--- src/rtl/mjpd_pkg.sv ---
`timescale 1ns / 1ps
`default_nettype none
// ----------------------------------------------------------------------------
// Multi-joint PD effort controller package
// Shared codes, the joint table entry and the update handoff type.
// ----------------------------------------------------------------------------
package mjpd_pkg;

  localparam int NUM_JOINTS_DEF     = 16;
  localparam int GAIN_FRAC_BITS_DEF = 8;

  localparam logic [1:0] ACT_LOAD   = 2'd0;
  localparam logic [1:0] ACT_CMD    = 2'd1;
  localparam logic [1:0] ACT_UPDATE = 2'd2;
  localparam logic [1:0] ACT_NONE   = 2'd3;

  localparam logic [2:0] SEL_KP      = 3'd0;
  localparam logic [2:0] SEL_KD      = 3'd1;
  localparam logic [2:0] SEL_MODE    = 3'd2;
  localparam logic [2:0] SEL_POS_LO  = 3'd3;
  localparam logic [2:0] SEL_POS_HI  = 3'd4;
  localparam logic [2:0] SEL_EFF_LO  = 3'd5;
  localparam logic [2:0] SEL_EFF_HI  = 3'd6;

  localparam logic [1:0] MODE_POSITION = 2'd0;
  localparam logic [1:0] MODE_VELOCITY = 2'd1;
  localparam logic [1:0] MODE_TORQUE   = 2'd2;

  typedef struct packed {
    logic signed [15:0] setpoint;
    logic signed [15:0] kp;
    logic signed [15:0] kd;
    logic        [1:0]  mode;
    logic signed [15:0] pos_lo;
    logic signed [15:0] pos_hi;
    logic signed [15:0] eff_lo;
    logic signed [15:0] eff_hi;
  } entry_t;

  localparam entry_t ENTRY_RESET = '{
    setpoint: 16'sh0000,
    kp:       16'sh0000,
    kd:       16'sh0000,
    mode:     MODE_POSITION,
    pos_lo:   16'sh8000,
    pos_hi:   16'sh7FFF,
    eff_lo:   16'sh8000,
    eff_hi:   16'sh7FFF
  };

  typedef struct packed {
    logic        [3:0]  joint;
    logic               torque;
    logic signed [15:0] setpoint;
    logic signed [15:0] kp;
    logic signed [16:0] p_opnd;
    logic signed [15:0] kd_opnd;
    logic signed [15:0] vel;
    logic signed [15:0] eff_lo;
    logic signed [15:0] eff_hi;
  } upd_t;

endpackage
`default_nettype wire

--- src/rtl/multi_joint_pd_effort_controller_top.sv ---
`timescale 1ns / 1ps
`default_nettype none
// ----------------------------------------------------------------------------
// Multi-joint PD effort controller
// Per-joint gains, mode, limits and setpoint held in one table; update
// beats give a saturated, limit-clamped effort per joint.
//
//   Channel | Direction | Handshake             | Fields
//   in      | input     | in_valid / in_ready   | action, joint, param_select,
//           |           |                       | value, measured_position,
//           |           |                       | measured_velocity
//   out     | output    | out_valid / out_ready | out_joint, effort, limited
//
// One input beat per cycle while in_ready is high; an update beat passes
// through the table read, the product stage, the scaling stage and the
// output register. Load and command beats finish in the table stage.
// Reset clears all pipeline valids and marks every joint entry unwritten,
// so it reads as its default values. An output stall fills the pipeline
// bubbles before in_ready drops.
// ----------------------------------------------------------------------------
module multi_joint_pd_effort_controller_top #(
  parameter int NUM_JOINTS     = mjpd_pkg::NUM_JOINTS_DEF,
  parameter int GAIN_FRAC_BITS = mjpd_pkg::GAIN_FRAC_BITS_DEF
) (
  input  wire logic               clk,
  input  wire logic               rst,
  input  wire logic               in_valid,
  output logic                    in_ready,
  input  wire logic [1:0]         action,
  input  wire logic [3:0]         joint,
  input  wire logic [2:0]         param_select,
  input  wire logic signed [15:0] value,
  input  wire logic signed [15:0] measured_position,
  input  wire logic signed [15:0] measured_velocity,
  output logic                    out_valid,
  input  wire logic               out_ready,
  output logic [3:0]              out_joint,
  output logic signed [15:0]      effort,
  output logic                    limited
);

  localparam int AW = (NUM_JOINTS > 1) ? $clog2(NUM_JOINTS) : 1;

  logic               accept;
  logic               in_range;
  logic               v1;
  logic [1:0]         act1;
  logic [3:0]         joint1;
  logic [2:0]         sel1;
  logic signed [15:0] val1, pos1, vel1;
  logic               s1_leave;
  logic               up_ready;
  logic               wr_en;

  mjpd_pkg::entry_t   cur, nxt;
  mjpd_pkg::upd_t     upd;

  logic               torque, vel_mode;
  logic signed [15:0] cmd_raise, cmd_clamp;
  logic signed [15:0] perr;
  logic signed [16:0] vdiff;

  assign accept   = in_valid && in_ready;
  assign in_range = ({28'd0, joint} < 32'(NUM_JOINTS));
  assign s1_leave = v1 && ((act1 != mjpd_pkg::ACT_UPDATE) || up_ready);
  assign in_ready = !v1 || s1_leave;
  assign wr_en    = v1 && (act1 != mjpd_pkg::ACT_UPDATE);

  always_ff @(posedge clk) begin
    if (rst) begin
      v1 <= 1'b0;
    end else if (in_ready) begin
      v1 <= in_valid && in_range && (action != mjpd_pkg::ACT_NONE);
    end
  end

  always_ff @(posedge clk) begin
    if (accept) begin
      act1   <= action;
      joint1 <= joint;
      sel1   <= param_select;
      val1   <= value;
      pos1   <= measured_position;
      vel1   <= measured_velocity;
    end
  end

  mjpd_table #(
    .NUM_JOINTS(NUM_JOINTS)
  ) u_table (
    .clk     (clk),
    .rst     (rst),
    .rd_en   (accept),
    .rd_addr (AW'(joint)),
    .wr_en   (wr_en),
    .wr_addr (AW'(joint1)),
    .wr_data (nxt),
    .rd_entry(cur)
  );

  assign torque   = (cur.mode == mjpd_pkg::MODE_TORQUE);
  assign vel_mode = (cur.mode == mjpd_pkg::MODE_VELOCITY);

  always_comb begin
    cmd_raise = (val1 < cur.pos_lo) ? cur.pos_lo : val1;
    cmd_clamp = (cmd_raise > cur.pos_hi) ? cur.pos_hi : cmd_raise;
  end

  always_comb begin
    nxt = cur;
    unique case (act1)
      mjpd_pkg::ACT_LOAD: begin
        unique case (sel1)
          mjpd_pkg::SEL_KP:     nxt.kp     = val1;
          mjpd_pkg::SEL_KD:     nxt.kd     = val1;
          mjpd_pkg::SEL_MODE:   nxt.mode   = val1[1:0];
          mjpd_pkg::SEL_POS_LO: nxt.pos_lo = val1;
          mjpd_pkg::SEL_POS_HI: nxt.pos_hi = val1;
          mjpd_pkg::SEL_EFF_LO: nxt.eff_lo = val1;
          mjpd_pkg::SEL_EFF_HI: nxt.eff_hi = val1;
          default: ;
        endcase
      end
      mjpd_pkg::ACT_CMD: begin
        nxt.setpoint = torque ? val1 : cmd_clamp;
      end
      default: ;
    endcase
  end

  always_comb begin
    perr  = cur.setpoint - pos1;
    vdiff = {cur.setpoint[15], cur.setpoint} - {vel1[15], vel1};
    upd.joint    = joint1;
    upd.torque   = torque;
    upd.setpoint = cur.setpoint;
    upd.kp       = cur.kp;
    upd.p_opnd   = vel_mode ? vdiff : {perr[15], perr};
    upd.kd_opnd  = vel_mode ? 16'sh0000 : cur.kd;
    upd.vel      = vel1;
    upd.eff_lo   = cur.eff_lo;
    upd.eff_hi   = cur.eff_hi;
  end

  mjpd_effort #(
    .GAIN_FRAC_BITS(GAIN_FRAC_BITS)
  ) u_effort (
    .clk      (clk),
    .rst      (rst),
    .up_valid (v1 && (act1 == mjpd_pkg::ACT_UPDATE)),
    .up_ready (up_ready),
    .upd      (upd),
    .out_valid(out_valid),
    .out_ready(out_ready),
    .out_joint(out_joint),
    .effort   (effort),
    .limited  (limited)
  );

endmodule
`default_nettype wire

--- src/rtl/mjpd_table.sv ---
`timescale 1ns / 1ps
`default_nettype none
// ----------------------------------------------------------------------------
// Joint parameter table
// Synchronous memory of joint entries with per-entry written bits
// and forwarding of the most recent write.
// ----------------------------------------------------------------------------
module mjpd_table #(
  parameter int NUM_JOINTS = mjpd_pkg::NUM_JOINTS_DEF,
  localparam int AW = (NUM_JOINTS > 1) ? $clog2(NUM_JOINTS) : 1
) (
  input  wire logic             clk,
  input  wire logic             rst,
  input  wire logic             rd_en,
  input  wire logic [AW-1:0]    rd_addr,
  input  wire logic             wr_en,
  input  wire logic [AW-1:0]    wr_addr,
  input  wire mjpd_pkg::entry_t wr_data,
  output mjpd_pkg::entry_t      rd_entry
);

  mjpd_pkg::entry_t mem [NUM_JOINTS];
  mjpd_pkg::entry_t rd_data;
  mjpd_pkg::entry_t fwd_data;
  logic [AW-1:0]    rd_addr_q;
  logic [AW-1:0]    fwd_addr;
  logic             fwd_valid;
  logic [NUM_JOINTS-1:0] written;

  always_ff @(posedge clk) begin
    if (wr_en) begin
      mem[wr_addr] <= wr_data;
    end
    if (rd_en) begin
      rd_data   <= mem[rd_addr];
      rd_addr_q <= rd_addr;
    end
    if (wr_en) begin
      fwd_data <= wr_data;
      fwd_addr <= wr_addr;
    end
  end

  always_ff @(posedge clk) begin
    if (rst) begin
      written   <= '0;
      fwd_valid <= 1'b0;
    end else if (wr_en) begin
      written[wr_addr] <= 1'b1;
      fwd_valid        <= 1'b1;
    end
  end

  always_comb begin
    if (fwd_valid && (fwd_addr == rd_addr_q)) begin
      rd_entry = fwd_data;
    end else if (written[rd_addr_q]) begin
      rd_entry = rd_data;
    end else begin
      rd_entry = mjpd_pkg::ENTRY_RESET;
    end
  end

endmodule
`default_nettype wire

--- src/rtl/mjpd_effort.sv ---
`timescale 1ns / 1ps
`default_nettype none
// ----------------------------------------------------------------------------
// Effort pipeline
// Gain products, fixed-point scaling with 16-bit saturation or the torque
// setpoint, effort limit clamp and the output register.
// ----------------------------------------------------------------------------
module mjpd_effort #(
  parameter int GAIN_FRAC_BITS = mjpd_pkg::GAIN_FRAC_BITS_DEF
) (
  input  wire logic            clk,
  input  wire logic            rst,
  input  wire logic            up_valid,
  output logic                 up_ready,
  input  wire mjpd_pkg::upd_t  upd,
  output logic                 out_valid,
  input  wire logic            out_ready,
  output logic [3:0]           out_joint,
  output logic signed [15:0]   effort,
  output logic                 limited
);

  logic en_o, en3, en2;
  logic v2, v3;

  logic signed [32:0] prod_p;
  logic signed [31:0] prod_d;

  logic [3:0]         joint2;
  logic               torque2;
  logic signed [15:0] set2;
  logic signed [32:0] prod_p2;
  logic signed [31:0] prod_d2;
  logic signed [15:0] lo2, hi2;

  logic signed [33:0] sum;
  logic signed [33:0] shifted;
  logic signed [15:0] sat_c;
  logic               sat_lim_c;

  logic [3:0]         joint3;
  logic signed [15:0] sat3;
  logic               lim3;
  logic signed [15:0] lo3, hi3;

  logic signed [15:0] raise_c, eff_c;

  assign en_o     = !out_valid || out_ready;
  assign en3      = !v3 || en_o;
  assign en2      = !v2 || en3;
  assign up_ready = en2;

  assign prod_p = upd.p_opnd * upd.kp;
  assign prod_d = upd.kd_opnd * upd.vel;

  always_ff @(posedge clk) begin
    if (rst) begin
      v2        <= 1'b0;
      v3        <= 1'b0;
      out_valid <= 1'b0;
    end else begin
      if (en2) begin
        v2 <= up_valid;
      end
      if (en3) begin
        v3 <= v2;
      end
      if (en_o) begin
        out_valid <= v3;
      end
    end
  end

  always_ff @(posedge clk) begin
    if (en2 && up_valid) begin
      joint2  <= upd.joint;
      torque2 <= upd.torque;
      set2    <= upd.setpoint;
      prod_p2 <= prod_p;
      prod_d2 <= prod_d;
      lo2     <= upd.eff_lo;
      hi2     <= upd.eff_hi;
    end
  end

  always_comb begin
    sum       = prod_p2 - prod_d2;
    shifted   = sum >>> GAIN_FRAC_BITS;
    sat_lim_c = 1'b0;
    if (torque2) begin
      sat_c = set2;
    end else if (shifted > 34'sd32767) begin
      sat_c     = 16'sh7FFF;
      sat_lim_c = 1'b1;
    end else if (shifted < -34'sd32768) begin
      sat_c     = 16'sh8000;
      sat_lim_c = 1'b1;
    end else begin
      sat_c = shifted[15:0];
    end
  end

  always_ff @(posedge clk) begin
    if (en3 && v2) begin
      joint3 <= joint2;
      sat3   <= sat_c;
      lim3   <= sat_lim_c;
      lo3    <= lo2;
      hi3    <= hi2;
    end
  end

  always_comb begin
    raise_c = (sat3 < lo3) ? lo3 : sat3;
    eff_c   = (raise_c > hi3) ? hi3 : raise_c;
  end

  always_ff @(posedge clk) begin
    if (en_o && v3) begin
      out_joint <= joint3;
      effort    <= eff_c;
      limited   <= lim3 || (eff_c != sat3);
    end
  end

endmodule
`default_nettype wire

--- config.mk ---
export PLATFORM = sky130hd
export DESIGN_NAME = multi_joint_pd_effort_controller_top
export DESIGN_NICKNAME = d
export VERILOG_FILES = /design/src/rtl/mjpd_pkg.sv /design/src/rtl/multi_joint_pd_effort_controller_top.sv /design/src/rtl/mjpd_table.sv /design/src/rtl/mjpd_effort.sv
export SDC_FILE = /design/constraint.sdc
export NUM_CORES = 2
export LEC_CHECK = 0
export ABC_AREA = 1
export BUFFER_PORTS_ARGS = -buffer_cell sky130_fd_sc_hd__buf_2
export CORE_ASPECT_RATIO = 1.4
export CORE_UTILIZATION = 55
export CTS_BUF_LIST = sky130_fd_sc_hd__clkbuf_4 sky130_fd_sc_hd__clkbuf_8
export DETAILED_ROUTE_END_ITERATION = 8
export GPL_ROUTABILITY_DRIVEN = 0
export PLACE_DENSITY = 0.72
export SYNTH_ARGS = -nofsm -noshare
export SYNTH_HDL_FRONTEND = slang
export SYNTH_HIERARCHICAL = 1
export SYNTH_SLANG_ARGS = --single-unit
--- constraint.sdc ---
create_clock -name clk -period 21.7 [get_ports clk]
set_clock_uncertainty 0.05 [all_clocks]
set_input_delay 6.51 -clock clk [delete_from_list [all_inputs] [get_ports clk]]
set_output_delay 6.51 -clock clk [all_outputs]
set_load 0.005 [all_outputs]
==> impl_results.md <==
* Status: finished, final reports clean
* Relative slew slack at 12.13%
* Max Slew Vio Count at 0
* Sequential power share at 37.7%
* Commonest non-fill, non-tap cell in the layout: edfxtp_1
* FP Rows at 204
* Synth Warn # at 6
* CTS Root Cell: clkbuf_8
* Total number of vias at 83310
* Maximum resistive drop on vdd at 0.0001449 V
* Synth Flop Type: edfxtp_1
* Leakage power total at 0.05635 uW
* CP max FO at 3
* Sw Ratio at 36.57%
* Final hold vios at 0
* Synthesized flop and latch total at 2330
* Worst-margin pin slew at 1313 ps
* Vias in the first global route at 82870
* Hold-fix buffers, CTS at 0
* Skew-Pair Late Insertion Delay at 980 ps
* Critical Path End Type: output pin
* Syn nets at 12290
* Largest buffer count on any clock path at 4
* Cell variety after synth at 55
* Sequential-to-total area share from yosys stat at 57.09%
* Crit path launch type: input pin
* Hpwl dp at 190.6 mm
* Psw at 5235 uW
* # port buffers at 83
* CTS tree: built
* Required time worst endpoint at 15140 ps
* Die area at 0.2241 mm^2
* Worst path arrival time at 7870 ps
* First-pass detailed-route iteration total at 8
* Tmin final at 14430 ps
* Antenna-violating nets left at 0
* Hold/Removal Path Class: flop to flop
* Setup violations, final at 0
* Area Overhead vs Synth at 7.793%
* Grt ovf at 0
* Nets at 12360
* WP buf/inv at 4
* Highest-count cells in the layout ignoring fill and taps: edfxtp_1, inv_1, nand2_1, nand3_1, a21oi_1
* Reg area at 0.06976 mm^2
* Starting DRT DRC Count at 8650
* Layout filler cell count at 17290
* Multi-input logic area at 0.04084 mm^2
* I/O pin cnt at 84
* CP max stage cell: nor4_1
* Largest net degree at the start of global routing at 268
* Syn_area_per_cell at 10.72 um^2
* Routed WL per cell at 21.85 um
* Post-CTS Resized at 0
* Die X at 400.3 um
* Final period util at 66.52%
* Cell Chain, Critical Path: buf_2 -> inv_1 -> nand2_1 -> nor2_1 -> nand2_1 -> nor4_1 -> inv_1 -> buf_2
* Final setup margin at 7265 ps
* Async SR Flop Fraction at 0%
* Die Ht at 559.7 um
* Total GRT Usage at 28.09%
* Worst reg2reg startpoint: u_table/rd_addr_q[0]
* Wire length of the first global-routing pass at 479.2 mm
* Fmax achieved at 69.28 MHz
* Cell Int Power at 9079 uW
* Max Cap Violations at 0
* H-Tree Depth at 5
* Vias/cell at 5.704
* Gate power share at 38.2%
* Cells after Synth at 11400
* Final wirelength at 319.2 mm
* Critical Path Source: out_ready
* RSZ-0062 raised after global routing: no
* CP delay by family, top: simple AND/OR/NAND/NOR gates
* Pre-CTS setup slack at 7279 ps
* Clock Power Share at 24.1%
* Hold Startpoint: u_effort/lo2[8]
* Setup Fix Bufs, Post-CTS at 0
* Antenna violations before repair at 13
* Clock net sink count at 2330
* Pwr/cell area at 108.7 mW/mm^2
* Area of the core at 0.2208 mm^2
* Synthesized area at 0.1222 mm^2
* Worst-path clk slew at 60 ps
* Layout cells sized above 1 at 8.732%
* Setup Crit Path Kind: input pin to output pin
* Initial Util at 55.34%
* Core Util, Final at 59.65%
* Largest stage delay, worst path at 570 ps
* Final setup TNS at 0 ps
* # DRC at 0
* TritonCTS Buffers at 345
* Post-synth EDFFs at 2309
[area by class of cell]
cell class / instances / share of cell area, %
flip-flops and latches: 2330 / 52.97
multi-input cells: 6179 / 31.01
inverters: 2313 / 6.610
clock buffers: 456 / 4.262
well taps: 2884 / 2.740
repair buffers: 296 / 1.681
clock inverters: 142 / 0.7163
diodes: 7 / 0.01330
[kinds of logic after synthesis]
| family | count (synthesis) | share of synthesized area [%] |
|---|---|---|
| simple gates | 3353 | 11.48 |
| buf+inv | 2892 | 9.610 |
| flops | 2330 | 57.09 |
| compound gates | 1895 | 9.268 |
| fa+ha+maj | 831 | 11.83 |
| xor+xnor | 98 | 0.7025 |
| mux | 2 | 0.01639 |
[power groups by stage]
stage	Clock (uW)	Combinational [uW]	Sequential, uW
floorplan	0	4030	5480
global placement	0	5210	5490
detailed placement	0	5400	5500
CTS	3490	5430	5400
global route	3670	6140	5410
finish	3440	5470	5400
[synth_stat cells (3+ instances only)]
cell	number	area (um^2)
nand3_2	6	60.06
a21o_1	9	67.56
o211ai_1	368	2763
nand2_1	2094	7860
a21oi_2	22	192.7
buf_1	21	78.83
xor2_1	51	446.7
dfxtp_1	21	420.4
fa_1	540	10810
o211ai_2	90	1126
a21oi_1	687	3438
nor2_2	4	25.02
inv_1	2304	8648
edfxtp_1	2309	69340
o21ai_1	8	40.04
a31oi_1	13	81.33
o31ai_1	3	22.52
nor3_2	5	50.05
o21ai_2	3	26.28
nand3_1	868	4344
a21boi_0	5	37.54
ha_1	291	3641
nand3b_1	6	45.04
and2_1	5	31.28
nand2_2	21	131.4
buf_6	74	833.3
o21bai_1	12	90.09
nor4_1	6	37.54
clkbuf_1	308	1156
nor3_1	19	95.09
xnor2_1	47	411.6
nor2_1	275	1032
buf_2	140	700.7
or2_2	12	75.07
a211oi_1	3	22.52
nand4_1	25	156.4
o21a_1	9	67.56
o21ai_0	656	3283
inv_2	8	30.03
buf_4	34	255.2
[registers in the layout, summed over array words and instances (netlist names), 16 cells and up]
| register | count |
|---|---|
| u_table/rd_data | 114 |
| vel1 | 16 |
| val1 | 16 |
| u_effort/prod_p2 | 33 |
| u_effort/hi2 | 16 |
| u_table/mem | 1824 |
| u_effort/lo3 | 16 |
| u_effort/hi3 | 16 |
| u_effort/lo2 | 16 |
| u_effort/prod_d2 | 32 |
| u_effort/sat3 | 16 |
| pos1 | 16 |
| u_table/fwd_data | 114 |
| u_effort/set2 | 16 |
| u_table/written | 16 |
| u_effort/effort | 16 |
[per-stage QoR]
| stage | power (uW) | hold slack [ps] | std cells | instance area (um^2) |
|---|---|---|---|---|
| final | 14310 | 361.7 | 14610 | 131700 |
| after global routing | 15220 | 361.5 | 14600 | 131700 |
| after CTS | 14320 | 352.4 | 14600 | 131700 |
| after detailed placement | 10900 | 354.5 | 14000 | 125100 |
| after global placement | 10700 | 350.7 | 14000 | 125100 |
| after floorplan | 9513 | 350.3 | 11400 | 122200 |
[metal layers]
| metal | GRT usage (%) | part of all wire, % | vias to the layer above |
|---|---|---|---|
| li1 | - | - | 37790 |
| met1 | 34.27 | 36 | 40530 |
| met2 | 48.07 | 49 | 4056 |
| met3 | 4.182 | 8.7 | 923 |
| met4 | 15.29 | 5.9 | 10 |
| met5 | 0 | 0.023 | - |
[worst paths after layout]
| check | to | slack, ps | cells past startpoint |
|---|---|---|---|
| setup / recovery | in_ready | 7270 | 8 |
| hold / removal | u_effort/lo3[8] | 360 | 0 |
| setup reg to reg | u_effort/prod_p2[31] | 10490 | 44 |
| hold reg to reg | u_effort/lo3[8] | 360 | 0 |
No activity file was read; power rests on OpenSTA's default activity.
